`config.mk`:
```
export PLATFORM = sky130hd
export DESIGN_NAME = indexed_list_store
export DESIGN_NICKNAME = d
export VERILOG_FILES = /design/src/rtl/core/ils_pkg.sv /design/src/rtl/core/ils_list.sv /design/src/rtl/core/indexed_list_store.sv
export SDC_FILE = /design/constraint.sdc
export NUM_CORES = 2
export LEC_CHECK = 0
export BUFFER_PORTS_ARGS = -buffer_cell sky130_fd_sc_hd__buf_2
export CELL_PAD_IN_SITES_DETAIL_PLACEMENT = 1
export CELL_PAD_IN_SITES_GLOBAL_PLACEMENT = 1
export CORE_MARGIN = 5
export CORE_UTILIZATION = 51
export DETAILED_ROUTE_END_ITERATION = 12
export GPL_TIMING_DRIVEN = 0
export PLACE_DENSITY_LB_ADDON = 0.08
export SKIP_CTS_REPAIR_TIMING = 1
export SYNTH_ARGS = -nofsm -noshare
export SYNTH_HDL_FRONTEND = slang
export SYNTH_HIERARCHICAL = 1
export SYNTH_SLANG_ARGS = --single-unit
```
`constraint.sdc`:
```
create_clock -name clk -period 8 [get_ports clk]
set_input_delay 0.8 -clock clk [delete_from_list [all_inputs] [get_ports clk]]
set_output_delay 0.8 -clock clk [all_outputs]
set_load 0.02 [all_outputs]
```
`src/rtl/core/ils_pkg.sv`:
```
// ----------------------------------------------------------------------------
// ils_pkg
// Shared types and codes for the indexed list store: request and response
// payloads, request types, position modes and status codes.
// ----------------------------------------------------------------------------
package ils_pkg;

  // Fixed field widths of the request and response payloads
  localparam int IDX_W  = 5;
  localparam int CNT_W  = 5;
  localparam int DATA_W = 32;

  // Request types
  localparam logic [1:0] REQ_INSERT = 2'd0;
  localparam logic [1:0] REQ_REMOVE = 2'd1;
  localparam logic [1:0] REQ_READ   = 2'd2;
  localparam logic [1:0] REQ_POP    = 2'd3;

  // Position modes
  localparam logic [1:0] MODE_INDEX = 2'd0;
  localparam logic [1:0] MODE_HEAD  = 2'd1;
  localparam logic [1:0] MODE_TAIL  = 2'd2;

  // Status codes
  localparam logic [1:0] ST_OK   = 2'd0;
  localparam logic [1:0] ST_OOB  = 2'd1;
  localparam logic [1:0] ST_FULL = 2'd2;

  typedef struct packed {
    logic [1:0]               req_type;
    logic [1:0]               position_mode;
    logic [IDX_W-1:0]         index;
    logic signed [DATA_W-1:0] value;
  } ils_req_t;

  typedef struct packed {
    logic [1:0]               status;
    logic signed [DATA_W-1:0] read_value;
    logic [CNT_W-1:0]         count;
  } ils_rsp_t;

endpackage

```
`src/rtl/core/ils_list.sv`:
```
// ----------------------------------------------------------------------------
// ils_list
// Entry cells and fill count of the list. Resolves the position of one
// request, shifts all cells in parallel on insert or remove, and forms the
// response in the same cycle.
// ----------------------------------------------------------------------------
module ils_list #(
  parameter int CAPACITY = 16
) (
  input  logic            clk,
  input  logic            rst_n,
  input  logic            op_valid,
  input  ils_pkg::ils_req_t op_req,
  output ils_pkg::ils_rsp_t op_rsp
);
  import ils_pkg::*;

  localparam int CW = $clog2(CAPACITY + 1);
  localparam int PW = (CAPACITY > 1) ? $clog2(CAPACITY) : 1;
  localparam int XW = (CW > IDX_W) ? CW : IDX_W;

  logic [DATA_W-1:0] entries_r [CAPACITY];
  logic [CW-1:0]     count_r;
  logic [CW-1:0]     count_nxt;

  logic [XW-1:0] count_x;
  logic [XW-1:0] pos;
  logic          pos_ok;
  logic [1:0]    status;
  logic          do_insert;
  logic          do_remove;
  logic          do_read;
  logic [PW-1:0] pos_idx;

  assign count_x = XW'(count_r);
  assign pos_idx = pos[PW-1:0];

  // Resolve the target position
  always_comb begin
    pos    = '0;
    pos_ok = 1'b1;
    unique case (op_req.position_mode)
      MODE_INDEX: pos = XW'(op_req.index);
      MODE_HEAD:  pos = '0;
      MODE_TAIL: begin
        if (op_req.req_type == REQ_INSERT) begin
          pos = count_x;
        end else if (count_r == '0) begin
          pos_ok = 1'b0;
        end else begin
          pos = count_x - XW'(1);
        end
      end
      default: pos_ok = 1'b0;
    endcase
  end

  // Check bounds and capacity, pick the action
  always_comb begin
    status    = ST_OK;
    do_insert = 1'b0;
    do_remove = 1'b0;
    do_read   = 1'b0;
    if (op_req.req_type == REQ_INSERT) begin
      if (!pos_ok || pos > count_x) begin
        status = ST_OOB;
      end else if (count_r == CW'(CAPACITY)) begin
        status = ST_FULL;
      end else begin
        do_insert = 1'b1;
      end
    end else begin
      if (!pos_ok || pos >= count_x) begin
        status = ST_OOB;
      end else begin
        do_read   = (op_req.req_type != REQ_REMOVE);
        do_remove = (op_req.req_type != REQ_READ);
      end
    end
  end

  // Advance the fill count
  always_comb begin
    count_nxt = count_r;
    if (do_insert) begin
      count_nxt = count_r + CW'(1);
    end else if (do_remove) begin
      count_nxt = count_r - CW'(1);
    end
  end

  always_ff @(posedge clk) begin
    if (!rst_n) begin
      count_r <= '0;
    end else if (op_valid) begin
      count_r <= count_nxt;
    end
  end

  // Shift cells in parallel: up above the position on insert, down on remove
  for (genvar i = 0; i < CAPACITY; i++) begin : g_cell
    always_ff @(posedge clk) begin
      if (op_valid && do_insert) begin
        if (XW'(i) == pos) begin
          entries_r[i] <= op_req.value;
        end else if (XW'(i) > pos) begin
          entries_r[i] <= entries_r[(i > 0) ? i - 1 : 0];
        end
      end else if (op_valid && do_remove && i < CAPACITY - 1) begin
        if (XW'(i) >= pos) begin
          entries_r[i] <= entries_r[(i < CAPACITY - 1) ? i + 1 : i];
        end
      end
    end
  end

  // Form the response
  always_comb begin
    op_rsp.status     = status;
    op_rsp.read_value = do_read ? entries_r[pos_idx] : '0;
    op_rsp.count      = CNT_W'(count_nxt);
  end

endmodule

```
`src/rtl/core/indexed_list_store.sv`:
```
// Path: a request is held in the input register, applied to the list cells, and
//   its response is held in the response register, which drives out_valid.
// Throughput: one request per cycle while responses are taken; all cells shift in parallel.
// Reset: synchronous, active low; clears the fill count and both valid flags.
//   Entry contents are not cleared and only positions below the count are read.
// ----------------------------------------------------------------------------
// indexed_list_store
// Bounded ordered list of signed 32-bit values with insert, remove, read and
// pop at an index, the head or the tail. Each request yields one response.
// ----------------------------------------------------------------------------
module indexed_list_store #(
  parameter int CAPACITY = 16
) (
  input  logic              clk,
  input  logic              rst_n,
  input  logic              in_valid,
  output logic              in_ready,
  input  ils_pkg::ils_req_t in_data,
  output logic              out_valid,
  input  logic              out_ready,
  output ils_pkg::ils_rsp_t out_data
);
  import ils_pkg::*;

  ils_req_t req_r;
  logic     req_valid_r;
  ils_rsp_t rsp;
  ils_rsp_t rsp_r;
  logic     rsp_valid_r;
  logic     advance;

  // Move the held request on when the response slot is free or being taken
  assign advance   = req_valid_r && (!rsp_valid_r || out_ready);
  assign in_ready  = !req_valid_r || !rsp_valid_r || out_ready;
  assign out_valid = rsp_valid_r;
  assign out_data  = rsp_r;

  // Capture the request
  always_ff @(posedge clk) begin
    if (!rst_n) begin
      req_valid_r <= 1'b0;
    end else if (in_ready) begin
      req_valid_r <= in_valid;
    end
  end

  always_ff @(posedge clk) begin
    if (in_ready && in_valid) begin
      req_r <= in_data;
    end
  end

  ils_list #(
    .CAPACITY (CAPACITY)
  ) u_list (
    .clk      (clk),
    .rst_n    (rst_n),
    .op_valid (advance),
    .op_req   (req_r),
    .op_rsp   (rsp)
  );

  // Hold the response until taken
  always_ff @(posedge clk) begin
    if (!rst_n) begin
      rsp_valid_r <= 1'b0;
    end else if (advance) begin
      rsp_valid_r <= 1'b1;
    end else if (out_ready) begin
      rsp_valid_r <= 1'b0;
    end
  end

  always_ff @(posedge clk) begin
    if (advance) begin
      rsp_r <= rsp;
    end
  end

endmodule

```
==> flow_metrics.env <==
export IMPL_cp_slowest_stage_delay_ns=0.84
export IMPL_synth_seq_area_share_pct=52.6
export IMPL_dpl_hpwl_um=103000
export IMPL_p_leak_nw=13.5
export IMPL_num_vias=28400
export IMPL_routed_wl_um=138000
export IMPL_synthFlopType="edfxtp_1"
export IMPL_initial_core_util_pct=51.7
export IMPL_grt_pass1_vias=29900
export IMPL_synth_distinct_cells=76
export IMPL_synthesis_area_um2=34100
export IMPL_cts_inserted_buffers=70
export IMPL_port_buffers=85
export IMPL_synth_compound_area_share_pct=11.1
export IMPL_drive_above_1_share_pct=13.5
export IMPL_p_sw_share_pct=28.0
export IMPL_power_frac_seq_pct=45.0
export IMPL_synth_edf_count=592
export IMPL_synth_top_family_by_area="multiplexers"
export IMPL_slowest_stage="buf_2"
export IMPL_powerDensity_nw_per_um2=216
export IMPL_intPower_mw=5.96
export IMPL_die_y_um=269
export IMPL_status="finished with violations"
export IMPL_final_core_util_pct=58.1
export IMPL_final_common_cell="edfxtp_1"
export IMPL_drt_pass1_iterations=6
export IMPL_p_switching_mw=2.31
export IMPL_worstSkewPairLatency_ns=0.62
export IMPL_hold_viol=0
export IMPL_yosys_area_share_simple_pct=11.7
export IMPL_ir_worst_vdd_mv=0.204
export IMPL_drv_cap=2
export IMPL_cts_tree="yes"
export IMPL_p_comb_share_pct=14.7
export IMPL_synth_adder_area_share_pct=0.257
export IMPL_violations="max-capacitance violations, max-slew violations"
export IMPL_crit_required_ns=8.32
export IMPL_end_kind="flip-flop"
export IMPL_fmax_mhz=129
export IMPL_area_growth_pct=12.4
export IMPL_core_area_um2=66000
export IMPL_dieWidth_um=269
export IMPL_nets=3376
export IMPL_setup_violations=0
export IMPL_vias_per_cell=6.69
export IMPL_gr_total_overflow=0
export IMPL_rsz0062_at_grt="no"
export IMPL_synth_area_mux_share_pct=20.0
export IMPL_min_period_over_period_pct=96.6
export IMPL_path_cells="inv_1, ha_1, or3b_1, buf_4, o32a_1, nand3_1, inv_2, clkbuf_1, buf_2, ha_1, nand4_1, o221ai_1, a211oi_2, o21ai_1, clkbuf_1, nor3_4, buf_6, buf_6"
export IMPL_min_path_type="in2reg"
export IMPL_clock_path_buffers=3
export IMPL_slew_violations=19
export IMPL_p_clk_share_pct=40.4
export IMPL_synthXorXnorAreaFrac_pct=0.128
export IMPL_async_flop_share_pct=0
export IMPL_crit_type="reg2reg"
export IMPL_cts_sinks=599
export IMPL_final_area_um2=38300
export IMPL_track_usage_pct=37.2
export IMPL_crit_fanout=19
export IMPL_power_mw=8.28
export IMPL_tightest_slew_ns=1.59
export IMPL_antenna_found_initial=2
export IMPL_syn_area_per_cell_um2=10.8
export IMPL_gp_congestion=0.949
export IMPL_slew_headroom_pct=-6.33
export IMPL_drc=0
export IMPL_finalCriticalPeriod_ns=7.73
export IMPL_antenna_left=0
export IMPL_synth_seq_cells=599
export IMPL_syn_nets=3203
export IMPL_row_count=94
export IMPL_placed_cell_area_um2=36000
export IMPL_initialDrtViolationCount=3260
export IMPL_layout_common_cells="edfxtp_1, mux2i_1, nand2_1, a21oi_1, nor2_1"
export IMPL_dieArea_um2=72100
export IMPL_clock_root_buffer="clkbuf_16"
export IMPL_worst_clock_skew_ns=0.0176
export IMPL_cp_data_arrival_time_ns=8.04
export IMPL_io_pins=86
export IMPL_grt_pass1_wl_um=198000
export IMPL_clk_transition_reported_paths_ns=0.06
export IMPL_startpoint_type="flip-flop"
export IMPL_htree_levels=3
export IMPL_routedWlPerCell_um=32.5
export IMPL_grt_max_degree=34
export IMPL_n_antenna_cell=0
export IMPL_synthCells=3151
export IMPL_yosys_warnings=6
[synth_stat cells (all sizes together) (4+ instances only)]
master  count  area (um^2)
nor2      248          961
ha          7         87.6
nand3     122          611
a32oi       5         43.8
mux2i     590         5910
o221ai      5         43.8
mux2       68          878
inv        22         82.6
nor2b       4         32.5
o31ai       5         37.5
or2         6         37.5
nor3       31          214
dfxtp       7          140
a21oi     305         1580
nor4       13         87.6
edfxtp    592        17800
o211ai      6         72.6
o21ai     235         1180
and2        5         31.3
a22oi       4         30.0
nand2     502         1900
a221o      28          280
clkbuf    131          492
o22ai      16          100
buf       133          871
a31oi       5         46.3
xnor2       5         43.8
a21boi      5         37.5
[routing by layer]
metal	up-vias	GRT usage [%]	wire length (um)
met3	417	5.11	9410
met5	-	0	13
li1	11900	-	-
met1	14600	46.5	53100
met2	1480	60.8	64300
met4	2	24.3	10900
[critical path, delay by kind of cell, from the launching register on]
family | cells | cell delay, ns
adders and majority gates | 2 | 0.66
buffers and inverters | 8 | 3.31
AOI/OAI and AO/OA | 4 | 1.64
DFF | 1 | 0.57
and+or+nand+nor | 4 | 1.22
[sequential cells by signal, indices dropped and copies added (netlist names)]
name,count
u_list/entries_r,512
req_r,41
out_data,39
u_list/count_r,5
out_valid,1
req_valid_r,1
[worst paths after layout]
kind | endpoint | cells after the start | slack (ns) | from
worst max-delay path | u_list/entries_r[2][26] | 18 | 0.27 | u_list/count_r[0]
worst min-delay path | req_r[28] | 1 | 0.36 | in_data[28]
worst max register to register | u_list/entries_r[2][26] | 18 | 0.27 | u_list/count_r[0]
worst min register to register | req_valid_r | 2 | 0.54 | out_valid
[power groups by stage]
stage	clock network [mW]	registers, mW	logic, mW
finish	3.34	3.72	1.21
global placement	0	3.79	1.10
detailed placement	0	3.78	1.17
global route	3.52	3.72	1.26
CTS	3.38	3.72	1.18
floorplan	0	3.75	0.693
[final cells by class]
cell class                 instances  area, um^2
buffer                           263        1360
clock buffer                      90        1910
fill                            7036       27700
inverter                          24        91.3
timing repair buffer             102         709
clock inverter                    34         403
multi-input combinational       2264       14800
tap                              864        1080
sequential                       599       17900
[per-stage QoR]
stage               setup TNS, ns  cells  hold WS (ns)  setup WS, ns
detailed placement          -1.87   4117         0.538        -0.121
CTS                         -4.30   4241         0.335        -0.171
floorplan                       0   3151         0.516          1.43
global placement          -544.80   4100         0.507         -2.87
finish                          0   4240         0.355         0.274
global route                    0   4240         0.339         0.227
[logic make-up after synthesis]
kind of cell / Yosys count
XOR/XNOR: 5
AO/OA/AOI/OAI: 647
AND/OR/NAND/NOR: 945
flip-flops: 599
buffers and inverters: 288
adder cells (fa/ha/maj): 7
multiplexers: 660
Power figures use the tool's default switching activity.
